**src/hw/rtl/bft_pkg.sv**
```systemverilog
// ----------------------------------------------------------------------------
// bft_pkg: shared types and constants of the tape unit
// Sizes of the tape, operation and result records, codes and helper functions.
// ----------------------------------------------------------------------------
package bft_pkg;

  localparam int unsigned TAPE_DEPTH = 4096;
  localparam int unsigned PTR_W      = $clog2(TAPE_DEPTH);
  localparam int unsigned CNT_W      = PTR_W + 1;
  localparam int unsigned ADDR_W     = PTR_W + 1;
  localparam int unsigned RAM_DEPTH  = 2 ** ADDR_W;

  localparam int unsigned CELLS_W    = 13;
  localparam int unsigned EOFM_W     = 2;
  localparam int unsigned MODE_W     = 4;
  localparam int unsigned BYTE_W     = 8;
  localparam int unsigned POINTER_W  = 12;
  localparam int unsigned WARN_W     = 2;
  localparam int unsigned PADDR_W    = 3;
  localparam int unsigned PDATA_W    = 32;

  // register index, taken from paddr[2]
  localparam logic REG_TAPE_CELLS = 1'b0;
  localparam logic REG_EOF_MODE   = 1'b1;
  localparam logic [CELLS_W-1:0] TAPE_CELLS_RST = CELLS_W'(4096);

  localparam logic [MODE_W-1:0] MODE_RIGHT  = 4'd0;
  localparam logic [MODE_W-1:0] MODE_LEFT   = 4'd1;
  localparam logic [MODE_W-1:0] MODE_INC    = 4'd2;
  localparam logic [MODE_W-1:0] MODE_DEC    = 4'd3;
  localparam logic [MODE_W-1:0] MODE_LSTART = 4'd4;
  localparam logic [MODE_W-1:0] MODE_LEND   = 4'd5;
  localparam logic [MODE_W-1:0] MODE_READ   = 4'd6;
  localparam logic [MODE_W-1:0] MODE_WRITE  = 4'd7;
  localparam logic [MODE_W-1:0] MODE_SWAP   = 4'd8;

  localparam logic [EOFM_W-1:0] EOF_KEEP = 2'd0;
  localparam logic [EOFM_W-1:0] EOF_ZERO = 2'd1;
  localparam logic [EOFM_W-1:0] EOF_DEC  = 2'd2;

  localparam logic [WARN_W-1:0] WARN_NONE  = 2'd0;
  localparam logic [WARN_W-1:0] WARN_WRAP  = 2'd1;
  localparam logic [WARN_W-1:0] WARN_CLAMP = 2'd2;

  typedef enum logic [3:0] {
    OP_RIGHT,
    OP_LEFT,
    OP_INC,
    OP_DEC,
    OP_LSTART,
    OP_LEND,
    OP_READ,
    OP_WRITE,
    OP_SWAP,
    OP_NOP
  } op_e;

  typedef struct packed {
    op_e               op;
    logic [BYTE_W-1:0] in_byte;
    logic              in_eof;
  } op_t;

  typedef struct packed {
    logic [BYTE_W-1:0]    cell_value;
    logic [POINTER_W-1:0] pointer;
    logic                 branch_taken;
    logic                 out_valid;
    logic [BYTE_W-1:0]    out_byte;
    logic [WARN_W-1:0]    pointer_warning;
    logic [POINTER_W-1:0] high_water;
  } res_t;

  typedef enum logic [1:0] {
    BK_CLEAR,
    BK_FETCH,
    BK_LOAD,
    BK_RUN
  } back_state_e;

  // effective cell count: 0 acts as 1, anything above the tape acts as the tape
  function automatic logic [CNT_W-1:0] cells_in_use(input logic [CELLS_W-1:0] v);
    logic [31:0] w;
    w = 32'(v);
    if (w == 32'd0) begin
      w = 32'd1;
    end else if (w > TAPE_DEPTH) begin
      w = 32'(TAPE_DEPTH);
    end
    return w[CNT_W-1:0];
  endfunction

  function automatic logic [POINTER_W-1:0] ptr_field(input logic [PTR_W-1:0] p);
    logic [31:0] w;
    w = 32'(p);
    return w[POINTER_W-1:0];
  endfunction

endpackage

```
**src/hw/rtl/bft_res_queue.sv**
```systemverilog
// ----------------------------------------------------------------------------
// bft_res_queue: result queue
// Two-entry queue of finished results toward the pop side.
// ----------------------------------------------------------------------------
module bft_res_queue
  import bft_pkg::*;
(
  input  logic clk_i,
  input  logic rst_ni,
  input  logic push_i,
  input  res_t res_i,
  output logic full_o,
  output logic empty_o,
  input  logic pop_i,
  output res_t res_o
);

  res_t       slot_q [2];
  logic       wr_q, wr_d;
  logic       rd_q, rd_d;
  logic [1:0] cnt_q, cnt_d;
  logic       do_push, do_pop;

  assign full_o  = (cnt_q == 2'd2);
  assign empty_o = (cnt_q == 2'd0);
  assign do_push = push_i & ~full_o;
  assign do_pop  = pop_i & ~empty_o;
  assign res_o   = slot_q[rd_q];

  always_comb begin
    wr_d  = wr_q ^ do_push;
    rd_d  = rd_q ^ do_pop;
    cnt_d = cnt_q + {1'b0, do_push} - {1'b0, do_pop};
  end

  always_ff @(posedge clk_i or negedge rst_ni) begin
    if (!rst_ni) begin
      wr_q  <= 1'b0;
      rd_q  <= 1'b0;
      cnt_q <= 2'd0;
    end else begin
      wr_q  <= wr_d;
      rd_q  <= rd_d;
      cnt_q <= cnt_d;
    end
  end

  always_ff @(posedge clk_i) begin
    if (do_push) begin
      slot_q[wr_q] <= res_i;
    end
  end

endmodule

```
**config.mk**
```make
export PLATFORM = sky130hd
export DESIGN_NAME = bft_res_queue
export DESIGN_NICKNAME = d
export VERILOG_FILES = /design/src/hw/rtl/bft_pkg.sv /design/src/hw/rtl/bft_res_queue.sv
export SDC_FILE = /design/constraint.sdc
export NUM_CORES = 1
export LEC_CHECK = 0
export ABC_AREA = 1
export BUFFER_PORTS_ARGS = -buffer_cell sky130_fd_sc_hd__buf_4
export CELL_PAD_IN_SITES_DETAIL_PLACEMENT = 1
export CELL_PAD_IN_SITES_GLOBAL_PLACEMENT = 1
export CORE_MARGIN = 5
export CORE_UTILIZATION = 41
export DETAILED_ROUTE_END_ITERATION = 8
export PLACE_DENSITY_LB_ADDON = 0.1
export SLEW_MARGIN = 30
export SYNTH_ARGS = -nofsm -noshare
export SYNTH_HDL_FRONTEND = slang
export SYNTH_SLANG_ARGS = --single-unit
```
**constraint.sdc**
```tcl
create_clock -name clk_i -period 2.6 [get_ports clk_i]
set_input_delay 0.52 -clock clk_i [delete_from_list [all_inputs] [get_ports clk_i]]
set_output_delay 0.52 -clock clk_i [all_outputs]
set_load 0.01 [all_outputs]
```
==> results.yml <==
outcome:
  status: "completed"
synthesis:
  synth.top_cells.by_count: "131 x nand2_1, 88 x edfxtp_1, 10 x inv_1, 10 x nand2_2, 5 x buf_6"
  synth_seq_cells: 92
  syn_area_sq_um: 3510
  synth_nets: 313
  synthCells: 261
  ys_types: 13
  yosysWarnings: 0
  async_flop_share: 0.0435
  synth_most_common_cell: "nand2_1"
  syn_avg_cell_area_sq_um: 13.4
  ys_seq_area_frac: 0.782
  yosys-top-cells-area: "edfxtp_1 75%, nand2_1 14%, dfrtp_1 2.9%"
  synth_flop_cell: "edfxtp_1"
  synth_edf_count: 88
  yosys.area.top_type_share: 0.753
  synth.largest_area_cell: "edfxtp_1"
hold_path:
  whs_path_depth: 1
  holdCritStartpoint: "res_i[3]"
  hold-path-endpoint: "slot_q[0][3]$_DFFE_PP_"
  hold_path_class: "in2reg"
global_routing:
  grt_overflow: 0
  grt_use_total: 0.140
  grt_pass1_wl_um: 10900
  grt_max_degree: 46
  first_global_vias: 2306
  antenna_found_initial: 0
floorplan:
  core_sq_um: 8260
  die_area_sq_um: 10500
  die_height_um: 103
  io_pins: 94
  die_w_um: 103
  initial_core_util: 0.425
  core.rowCount: 33
drt:
  num_vias: 2162
  drt_iter0_drc: 30
  post-route-drc-count: 0
  via_per_inst: 4.61
  wl_per_cell_um: 15.2
  drt-total-wl_um: 7120
  ant_nets: 0
  drt_pre_antenna_iters: 4
worst_setup_path:
  cp_common_cell: "nand2_1"
  worstSetupPathType: "reg2out"
  worstPathRequired_ps: 2080
  crit_family: "flip-flops"
  path_max_fanout: 45
  reg2reg_depth: 5
  path_cells: "inv_8 -> nand2_1 -> nand2_1 -> buf_4"
  r2r_start: "cnt_q[1]$_DFF_PN0_"
  critPathLaunchType: "flip-flop"
  reg2reg_slack_ps: 870
  cp_num_buf_inv: 2
  slowest_delay_ps: 810
  r2r-end: "slot_q[0][27]$_DFFE_PP_"
  cpMaxStageDelayCell: "dfrtp_2"
  arrival_ps: 1780
  endpoint_kind: "primary output"
cts:
  cts_root_buffer: "clkbuf_8"
  ctsResizeCount: 0
  h-tree-depth: 3
  clk_pin_slew_ps: 90
  tritoncts: "done"
  clock_latency_ps: 340
  cts.sinks: 92
  clockBufferDepth: 2
  numCtsBuffers: 9
sta:
  max-slew-margin-rel: 0.546
  timing.fmax_ghz: 0.435
  fin_tns_setup_ps: 0
  tightest_slew_ps: 681
  setup_viol: 0
  rsz0062_at_grt: "false"
  fin_crit_sh: 0.884
  slew_violations: 0
  post-route-min-period_ps: 2300
  final_hold_viol_count: 0
  fin_worst_skew_ps: 9.93
placed_design:
  io_buffer_count: 93
  gp_congestion: 0.682
  place_hpwl_um: 4890
job:
  drv_cap: 0
pwr:
  power_density_nw_per_um2: 1080
  irDropWorstVdd_uv: 490
  p_leak_nw: 1.94
  p_total_mw: 4.86
final_layout:
  nets: 412
  areaGrowthSynthToFinish_pct: 27.9
  drive_gt1_frac: 0.341
  antennaDiodeCount: 0
-- kinds of logic (layout without fill, tap and decap cells) --
| family | Yosys count | in the layout | synth area share |
|---|---|---|---|
| AND/OR/NAND/NOR | 144 | 144 | 0.162 |
| flip-flops | 92 | 92 | 0.782 |
| adder cells (fa/ha/maj) | 4 | 4 | 0.0143 |
| AO/OA/AOI/OAI | 1 | 1 | 0.00143 |
| buffers and inverters | 20 | 123 | 0.0407 |
-- power by group --
part,switching [mW],leakage (nW),internal [mW]
Sequential,0.176,0.865,2.03
Combinational,1.01,0.987,0.757
Clock,0.464,0.0923,0.431
Total,1.65,1.94,3.21
-- registers in the layout, summed over array words and instances, names as in the netlist --
| register | cells |
|---|---|
| slot_q | 88 |
| cnt_q | 2 |
| rd_q | 1 |
| wr_q | 1 |
-- cell type report --
| class | count | area, sq um |
|---|---|---|
| clock inverters | 6 | 56.3 |
| fillers | 872 | 3770 |
| clock buffers | 9 | 124 |
| well taps | 105 | 131 |
| flip-flops and latches | 92 | 2740 |
| repair buffers | 97 | 756 |
| inverters | 11 | 48.8 |
| multi-input cells | 149 | 628 |
-- worst max path at each step --
stage / from / endpoint / slack [ps] / cells after the start
finish: rd_q$_DFF_PN0_ / res_o[0] / 300 / 4
global route: rd_q$_DFF_PN0_ / res_o[15] / 140 / 4
CTS: rd_q$_DFF_PN0_ / res_o[15] / 200 / 4
detailed placement: rd_q$_DFF_PN0_ / res_o[15] / 590 / 4
global placement: rd_q$_DFF_PN0_ / res_o[32] / 640 / 4
floorplan: push_i / slot_q[1][0]$_DFFE_PP_ / 400 / 3
-- stage by stage --
step	instances	hold slack, ps	setup slack [ps]	area [sq um]	utilization
finish	469	353	303	4490	0.543
global route	469	325	135	4490	0.543
CTS	469	334	203	4490	0.543
detailed placement	453	324	587	4300	0.520
global placement	453	326	637	4300	0.520
floorplan	261	224	395	3510	-
-- per-layer routing --
| metal | vias to the layer above | global-route usage | routed length, um |
|---|---|---|---|
| li1 | 1062 | - | - |
| met4 | 0 | 0.0636 | 107 |
| met5 | - | 0 | 0 |
| met3 | 9 | 0.0311 | 397 |
| met1 | 1036 | 0.157 | 2820 |
| met2 | 55 | 0.253 | 3800 |
-- placed cells by master (no fill, tap or decap) --
master and count:
buf_12 2, buf_4 94, bufinv_16 1, clkbuf_8 9, clkinv_1 1, clkinv_2 3, clkinvlp_4 1, dfrtp_1 3
dfrtp_2 1, dlygate4sd3_1 1, edfxtp_1 88, ha_1 2, ha_2 2, inv_1 10, inv_8 1, nand2_1 131
nand2_2 10, nand3_1 2, nor2_1 1, o21ai_0 1
-- what timing repair did --
item / in CTS / in global routing
setup endpoints to repair: 0 / 0
hold buffers: 1 / 0
endpoints found under the hold margin: 4 / 0
setup buffers: 0 / 0
(Power assumes the default switching activity.)
