--- config.mk ---
export PLATFORM = sky130hd
export DESIGN_NAME = bft_front
export DESIGN_NICKNAME = d
export VERILOG_FILES = /design/src/hw/rtl/bft_pkg.sv /design/src/hw/rtl/bft_front.sv
export SDC_FILE = /design/constraint.sdc
export NUM_CORES = 1
export LEC_CHECK = 0
export BUFFER_PORTS_ARGS = -buffer_cell sky130_fd_sc_hd__buf_2
export CORE_ASPECT_RATIO = 1.4
export CORE_MARGIN = 1
export CORE_UTILIZATION = 50
export DETAILED_ROUTE_END_ITERATION = 6
export GPL_TIMING_DRIVEN = 0
export PLACE_DENSITY_LB_ADDON = 0.1
export SYNTH_ARGS = -nofsm -noshare
export SYNTH_HDL_FRONTEND = slang
export SYNTH_SLANG_ARGS = --single-unit
--- constraint.sdc ---
create_clock -name clk_i -period 2.2 [get_ports clk_i]
set_clock_uncertainty 0.2 [all_clocks]
set_input_delay 0.44 -clock clk_i [delete_from_list [all_inputs] [get_ports clk_i]]
set_output_delay 0.44 -clock clk_i [all_outputs]
set_load 0.1 [all_outputs]
--- src/hw/rtl/bft_pkg.sv ---
// ----------------------------------------------------------------------------
// bft_pkg: shared types and constants of the tape unit
// Sizes of the tape, operation and result records, codes and helper functions.
// ----------------------------------------------------------------------------
package bft_pkg;

  localparam int unsigned TAPE_DEPTH = 4096;
  localparam int unsigned PTR_W      = $clog2(TAPE_DEPTH);
  localparam int unsigned CNT_W      = PTR_W + 1;
  localparam int unsigned ADDR_W     = PTR_W + 1;
  localparam int unsigned RAM_DEPTH  = 2 ** ADDR_W;

  localparam int unsigned CELLS_W    = 13;
  localparam int unsigned EOFM_W     = 2;
  localparam int unsigned MODE_W     = 4;
  localparam int unsigned BYTE_W     = 8;
  localparam int unsigned POINTER_W  = 12;
  localparam int unsigned WARN_W     = 2;
  localparam int unsigned PADDR_W    = 3;
  localparam int unsigned PDATA_W    = 32;

  // register index, taken from paddr[2]
  localparam logic REG_TAPE_CELLS = 1'b0;
  localparam logic REG_EOF_MODE   = 1'b1;
  localparam logic [CELLS_W-1:0] TAPE_CELLS_RST = CELLS_W'(4096);

  localparam logic [MODE_W-1:0] MODE_RIGHT  = 4'd0;
  localparam logic [MODE_W-1:0] MODE_LEFT   = 4'd1;
  localparam logic [MODE_W-1:0] MODE_INC    = 4'd2;
  localparam logic [MODE_W-1:0] MODE_DEC    = 4'd3;
  localparam logic [MODE_W-1:0] MODE_LSTART = 4'd4;
  localparam logic [MODE_W-1:0] MODE_LEND   = 4'd5;
  localparam logic [MODE_W-1:0] MODE_READ   = 4'd6;
  localparam logic [MODE_W-1:0] MODE_WRITE  = 4'd7;
  localparam logic [MODE_W-1:0] MODE_SWAP   = 4'd8;

  localparam logic [EOFM_W-1:0] EOF_KEEP = 2'd0;
  localparam logic [EOFM_W-1:0] EOF_ZERO = 2'd1;
  localparam logic [EOFM_W-1:0] EOF_DEC  = 2'd2;

  localparam logic [WARN_W-1:0] WARN_NONE  = 2'd0;
  localparam logic [WARN_W-1:0] WARN_WRAP  = 2'd1;
  localparam logic [WARN_W-1:0] WARN_CLAMP = 2'd2;

  typedef enum logic [3:0] {
    OP_RIGHT,
    OP_LEFT,
    OP_INC,
    OP_DEC,
    OP_LSTART,
    OP_LEND,
    OP_READ,
    OP_WRITE,
    OP_SWAP,
    OP_NOP
  } op_e;

  typedef struct packed {
    op_e               op;
    logic [BYTE_W-1:0] in_byte;
    logic              in_eof;
  } op_t;

  typedef struct packed {
    logic [BYTE_W-1:0]    cell_value;
    logic [POINTER_W-1:0] pointer;
    logic                 branch_taken;
    logic                 out_valid;
    logic [BYTE_W-1:0]    out_byte;
    logic [WARN_W-1:0]    pointer_warning;
    logic [POINTER_W-1:0] high_water;
  } res_t;

  typedef enum logic [1:0] {
    BK_CLEAR,
    BK_FETCH,
    BK_LOAD,
    BK_RUN
  } back_state_e;

  // effective cell count: 0 acts as 1, anything above the tape acts as the tape
  function automatic logic [CNT_W-1:0] cells_in_use(input logic [CELLS_W-1:0] v);
    logic [31:0] w;
    w = 32'(v);
    if (w == 32'd0) begin
      w = 32'd1;
    end else if (w > TAPE_DEPTH) begin
      w = 32'(TAPE_DEPTH);
    end
    return w[CNT_W-1:0];
  endfunction

  function automatic logic [POINTER_W-1:0] ptr_field(input logic [PTR_W-1:0] p);
    logic [31:0] w;
    w = 32'(p);
    return w[POINTER_W-1:0];
  endfunction

endpackage

--- src/hw/rtl/bft_front.sv ---
// ----------------------------------------------------------------------------
// bft_front: operation intake
// Accepts operations, decodes the mode code and queues them for the back end.
// ----------------------------------------------------------------------------
module bft_front
  import bft_pkg::*;
(
  input  logic              clk_i,
  input  logic              rst_ni,
  input  logic              hold_i,
  input  logic              push_i,
  output logic              full_o,
  input  logic [MODE_W-1:0] mode_i,
  input  logic [BYTE_W-1:0] in_byte_i,
  input  logic              in_eof_i,
  output logic              empty_o,
  input  logic              pop_i,
  output op_t               op_o
);

  op_t        slot_q [2];
  logic       wr_q, wr_d;
  logic       rd_q, rd_d;
  logic [1:0] cnt_q, cnt_d;
  op_t        dec;
  logic       do_push, do_pop;

  always_comb begin
    dec.in_byte = in_byte_i;
    dec.in_eof  = in_eof_i;
    unique case (mode_i)
      MODE_RIGHT:  dec.op = OP_RIGHT;
      MODE_LEFT:   dec.op = OP_LEFT;
      MODE_INC:    dec.op = OP_INC;
      MODE_DEC:    dec.op = OP_DEC;
      MODE_LSTART: dec.op = OP_LSTART;
      MODE_LEND:   dec.op = OP_LEND;
      MODE_READ:   dec.op = OP_READ;
      MODE_WRITE:  dec.op = OP_WRITE;
      MODE_SWAP:   dec.op = OP_SWAP;
      default:     dec.op = OP_NOP;
    endcase
  end

  assign full_o  = (cnt_q == 2'd2) | hold_i;
  assign empty_o = (cnt_q == 2'd0);
  assign do_push = push_i & ~full_o;
  assign do_pop  = pop_i & ~empty_o;
  assign op_o    = slot_q[rd_q];

  always_comb begin
    wr_d  = wr_q ^ do_push;
    rd_d  = rd_q ^ do_pop;
    cnt_d = cnt_q + {1'b0, do_push} - {1'b0, do_pop};
  end

  always_ff @(posedge clk_i or negedge rst_ni) begin
    if (!rst_ni) begin
      wr_q  <= 1'b0;
      rd_q  <= 1'b0;
      cnt_q <= 2'd0;
    end else begin
      wr_q  <= wr_d;
      rd_q  <= rd_d;
      cnt_q <= cnt_d;
    end
  end

  always_ff @(posedge clk_i) begin
    if (do_push) begin
      slot_q[wr_q] <= dec;
    end
  end

endmodule

==> results_dict.tcl, run 1 <==
set metrics [dict create \
    drc 0 \
    arrival_ns 1.50 \
    worst_pin_slew_ns 0.633 \
    pre_cts_ws_ns 0.204 \
    required_ns 1.56 \
    grt_pass1_wl_mm 2.73 \
    synthFlopType "edfxtp_1" \
    synth_most_common_cell "edfxtp_1" \
    syn_area_sq_um 1190 \
    n_fill_cell 172 \
    rsz0062_at_grt "false" \
    critPathCaptureType "output pin" \
    cts_tree "built" \
    setup_viol 0 \
    clkLatencyLatePin_ns 0.32 \
    ctsRootBufferMaster "clkbuf_4" \
    hold_path.class "in2reg" \
    postSynthCellCount 65 \
    dp_hpwl_mm 1.25 \
    die_area_sq_um 2580 \
    synth_edf_count 26 \
    hold_end "slot_q[1][0]$_DFFE_PP_" \
    crit_path_cell_trace "buf_6 > mux2_2 > buf_4" \
    yosys.area.top_type "edfxtp_1" \
    report.final.slew_viol_count 0 \
    track_usage_pct 15.6 \
    fin_ws_ns 0.0588 \
    min_period_ns 2.14 \
    tns_ns 0 \
    gp_congestion 0.642 \
    min_from "in_eof_i" \
    final_hold_viol_count 0 \
    cap_viol_max_count 0 \
    outcome "finished clean" \
    first_global_vias 684 \
    worst-path-max-fanout 10 \
    initial_core_util_pct 54.1 \
    grt_max_degree 14 \
    rows 20 \
    synthArstFlopShare_pct 13.3 \
    grt_use_met2_pct 29.2 \
    wl_mm 1.81 \
    grt.met3_usage_pct 7.85 \
    slowest_delay_ns 0.43 \
    fmax_ghz 0.467 \
    yosys_warnings 0 \
    postCtsSetupBuffers 0 \
    synthTopCellsByCount "26 x edfxtp_1, 13 x mux2_2, 5 x inv_1" \
    ys_seq_area_share_pct 73.9 \
    vias 669 \
    nets 127 \
    timing.rr.start "cnt_q[1]$_DFF_PN0_" \
    min_delay_path_depth 1 \
    cp.buffers_inverters 2 \
    synthTopCellsByArea "edfxtp_1 66%, mux2_2 12%, dfrtp_1 8.4%, ha_1 4.2%, inv_1 1.6%" \
    synth_top_area_share_pct 65.5 \
    routed_via_density 5.23 \
    ff2ff_setup_slack_ns 0.31 \
    wl_per_cell_um 14.1 \
    cts_made_buffers 5 \
    min_period_over_period_pct 97.3 \
    startpoint_type "register" \
    crit_slowest_cell "dfrtp_2" \
    syn2layout_area_growth_pct 23.5 \
    grt_overflow 0 \
    first_pass_iters 4 \
    layout-drive-gt1-share_pct 50.9 \
    slew_headroom_pct 57.8 \
    critPathTopFamily "flip-flops" \
    clk_path_buf_depth 2 \
    mappedNetlistNets 87 \
    io_pins 33 \
    antenna_found_initial 0 \
    clkSlewWorstSetupHoldPaths_ns 0.09 \
    criticalPathCategory "reg2out" \
    die_h_um 59.8 \
    worstReg2RegEnd "slot_q[1][5]$_DFFE_PP_" \
    grt.busiest_layer "met2" \
    io_buffer_count 32 \
    die_x_um 43.3 \
    core_region_area_sq_um 2200 \
    initialDrtViolationCount 13 \
    syn_area_per_cell_sq_um 18.3 \
    ant_nets 0 \
    clock_sinks 30 \
    worstRegToRegCells 3 \
    ctsHtreeMaxLevel 2 \
    ys_ff_latch 30 \
    synthDistinctLibCells 15 \
    diodes 0 \
    grt_use_met1_pct 12.9 \
]
state kept, by name, summed over array words and instances, names as in the netlist:
signal,flops
rd_q,1
wr_q,1
slot_q,26
cnt_q,2
routing by layer:
metal	share of wire, %	wire, um
met5	0	0
met4	2.0	36
met3	6.5	117
met2	58	1040
met1	34	613
repair_timing:
item	4_1_cts	5_1_grt
pin swaps	0	0
hold endpoints to repair	4	0
setup endpoints to repair	9	1
hold buffers	1	0
resized for setup	10	1
metrics by stage:
stage                     area [sq um]  hold slack [ns]  std cells  util, %
after CTS                         1470           0.0895        128     66.6
after floorplan                   1200          -0.0556         65        -
after global placement            1390           0.0515        119     62.9
final                             1470            0.102        128     66.8
after detailed placement          1390           0.0543        119     62.9
after global routing              1470           0.0846        128     66.8
worst max path at each step:
stage / endpoint / slack, ns / start / cells after the start
global route: op_o[11] / 0.001 / rd_q$_DFF_PN0_ / 3
finish: op_o[6] / 0.06 / rd_q$_DFF_PN0_ / 3
global placement: slot_q[0][3]$_DFFE_PP_ / 0.26 / hold_i / 4
detailed placement: slot_q[1][5]$_DFFE_PP_ / 0.20 / hold_i / 4
floorplan: full_o / 0.25 / cnt_q[1]$_DFF_PN0_ / 2
CTS: op_o[6] / 0.03 / rd_q$_DFF_PN0_ / 3
area by class of cell:
cell class,count,area [sq um],area share [%]
Buffer,1,11.3,0.765
Inverter,5,18.8,1.28
Multi-Input combinational cell,29,287,19.5
Tap cell,22,27.5,1.87
Sequential cell,30,882,59.9
Timing Repair Buffer,33,196,13.4
Clock buffer,8,48.8,3.32
cells in the final DEF, fill, tap and decap left out, types with 2 or more instances in the layout:
cell type,instances
buf_4,8
xnor2_1,2
clkbuf_1,3
mux2_2,13
clkbuf_4,5
ha_1,4
edfxtp_1,26
nor2b_1,2
buf_2,23
dfrtp_1,3
buf_6,2
inv_1,5
logic make-up (layout without fill, tap and decap cells):
family | count (synthesis) | after routing | synth area share [%]
AO/OA/AOI/OAI | 5 | 5 | 2.94
XOR/XNOR | 3 | 3 | 2.21
adder cells (fa/ha/maj) | 4 | 4 | 4.20
buffers and inverters | 6 | 47 | 2.52
flip-flops | 30 | 30 | 74.0
multiplexers | 13 | 13 | 12.3
AND/OR/NAND/NOR | 4 | 4 | 1.89
Power of run 1 is left out: the tool's default activity adds up to more than one toggle a clock period on the data nets, which glitch-free logic cannot reach.
==> run 2: changes to the inputs <==
CORE_UTILIZATION = 45   (was 50)
clock period = 1.75 ns   (was 2.2 ns; I/O delays follow)
==> run 2 against run 1 <==
Compared with the run above: the run now ends with negative setup slack left; critical endpoint unchanged; sequential share of layout area fell by 9.2 points; critical path depth unchanged; worst setup slack worse by 0.24 ns; first-iteration DRC count increased by 15%; die area increased by 11%; worst hold slack lost 0.074 ns; global-route usage fell by 0.37 points; highest routed layer unchanged; design area up 18%; routed wire length is 4.0% higher; utilization is 4.5 points higher; clock-buffer cell count down 2.
==> results_dict.tcl, run 2 (same netlist as run 1, synthesis figures left out) <==
set metrics [dict create \
    pre_cts_ws_ns -0.195 \
    fin_ws_ns -0.186 \
    grt_max_degree 14 \
    first_global_vias 685 \
    slew_headroom_pct 77.5 \
    top_regs "slot_q: 26 flops, cnt_q: 2 flops" \
    violations "negative setup slack" \
    ctsRootBufferMaster "clkbuf_4" \
    clkSlewWorstSetupHoldPaths_ns 0.08 \
    arrival_ns 1.39 \
    routed_via_density 4.58 \
    gp_congestion 0.625 \
    min_period_over_period_pct 111 \
    grt_pass1_wl_mm 2.86 \
    largest-register "slot_q" \
    layout_common_cells "26 x edfxtp_1, 17 x buf_2, 13 x mux2_2, 10 x buf_6, 9 x dlygate4sd3_1" \
    layoutNonFillerInstCount 153 \
    io_buffer_count 32 \
    cap_viol_max_count 0 \
    clkLatencyLatePin_ns 0.31 \
    rsz0062_at_grt "true" \
    vias 700 \
    startpoint_type "register" \
    largest_reg_flops 26 \
    slowest_delay_ns 0.39 \
    worst_pin_slew_ns 0.337 \
    nets 140 \
    antenna_found_initial 0 \
    ctsHtreeMaxLevel 2 \
    worst-path-max-fanout 10 \
    dp_hpwl_mm 1.17 \
    clock_sinks 30 \
    hold_path.class "in2reg" \
    cts_tree "built" \
    final_hold_viol_count 0 \
    outcome "finished, violations left" \
    first_pass_iters 3 \
    core_region_area_sq_um 2440 \
    placed_cell_area_sq_um 1410 \
    die_area_sq_um 2860 \
    report.final.slew_viol_count 0 \
    required_ns 1.20 \
    final_common_cell "edfxtp_1" \
    track_usage_pct 15.2 \
    layout-drive-gt1-share_pct 56.3 \
    die_h_um 62.9 \
    final_util_pct 71.3 \
    fin_area_sq_um 1740 \
    criticalPathCategory "reg2out" \
    rows 21 \
    critPathCaptureType "output pin" \
    wl_mm 1.88 \
    crit_slowest_cell "dfrtp_2" \
    cts_made_buffers 5 \
    setup_viol 13 \
    die_x_um 45.5 \
    path_common_cell "buf_8" \
    diodes 0 \
    syn2layout_area_growth_pct 46.3 \
    drc 0 \
    crit_path_cell_trace "buf_8 > mux2_2 > buf_8" \
    initial_core_util_pct 48.7 \
    grt_overflow 0 \
    wl_per_cell_um 12.3 \
    ant_nets 0 \
    fmax_ghz 0.517 \
    min_period_ns 1.94 \
    dpl.cell_count 131 \
    clk_path_buf_depth 2 \
    initialDrtViolationCount 15 \
    io_pins 33 \
]
[run 2: cell count changes in the layout (fill, tap and decap cells not counted), sizes merged]
cell and change:
buf +5, clkbuf -2, clkinv +2, dlygate4sd3 +8
[run 2: timing repair]
| action | 4_1_cts | 5_1_grt |
|---|---|---|
| setup buffers | 3 | 2 |
| gates resized for setup | 40 | 8 |
| pin swaps | 0 | 1 |
| gates cloned | 0 | 0 |
| hold endpoints to repair | 4 | 15 |
| hold buffers | 1 | 8 |
| setup endpoints to repair | 42 | 15 |
[run 2: routing by layer]
layer / wire length [um] / up-vias / global-route usage [%]
met5: 0 / - / 0
met4: 49 / 0 / 10.2
met3: 114 / 6 / 7.80
met2: 1040 / 26 / 25.0
met1: 676 / 321 / 13.5
li1: - / 347 / -
[run 2: worst paths after layout]
path | endpoint | from | slack (ns) | cells after the start
hold / removal | slot_q[1][0]$_DFFE_PP_ | in_eof_i | 0.03 | 1
setup reg to reg | cnt_q[1]$_DFF_PN0_ | cnt_q[0]$_DFF_PN0_ | 0.01 | 6
min in group asynchronous | cnt_q[0]$_DFF_PN0_ | rst_ni | 0.16 | 2
setup / recovery | op_o[6] | rd_q$_DFF_PN0_ | -0.19 | 3
hold reg to reg | cnt_q[1]$_DFF_PN0_ | cnt_q[1]$_DFF_PN0_ | 0.46 | 2
max in group asynchronous | rd_q$_DFF_PN0_ | rst_ni | 1.05 | 2
[run 2: worst max-delay path: cells and delay by family (launching register included)]
family	cells	cell delay (ns)
flip-flops	1	0.39
multiplexers	1	0.36
buffers and inverters	2	0.32
[run 2: stage by stage]
stage | hold WS (ns) | setup TNS [ns]
6_report | 0.0279 | -2.22
4_1_cts | 0.00240 | -2.63
3_5_place_dp | -0.0358 | -5.39
3_3_place_gp | -0.0358 | -5.34
2_1_floorplan | -0.146 | 0
5_1_grt | 0.00673 | -3.17
[run 2: cell type report]
cell class | instances | area [sq um]
clock buffer | 6 | 41.3
multi-input combinational | 29 | 314
buffer | 1 | 15.0
clock inverter | 2 | 8.76
timing repair buffer | 46 | 418
sequential | 30 | 885
inverter | 5 | 18.8
tap | 34 | 42.5
fill | 180 | 701
Power of run 2 is left out for the same reason.
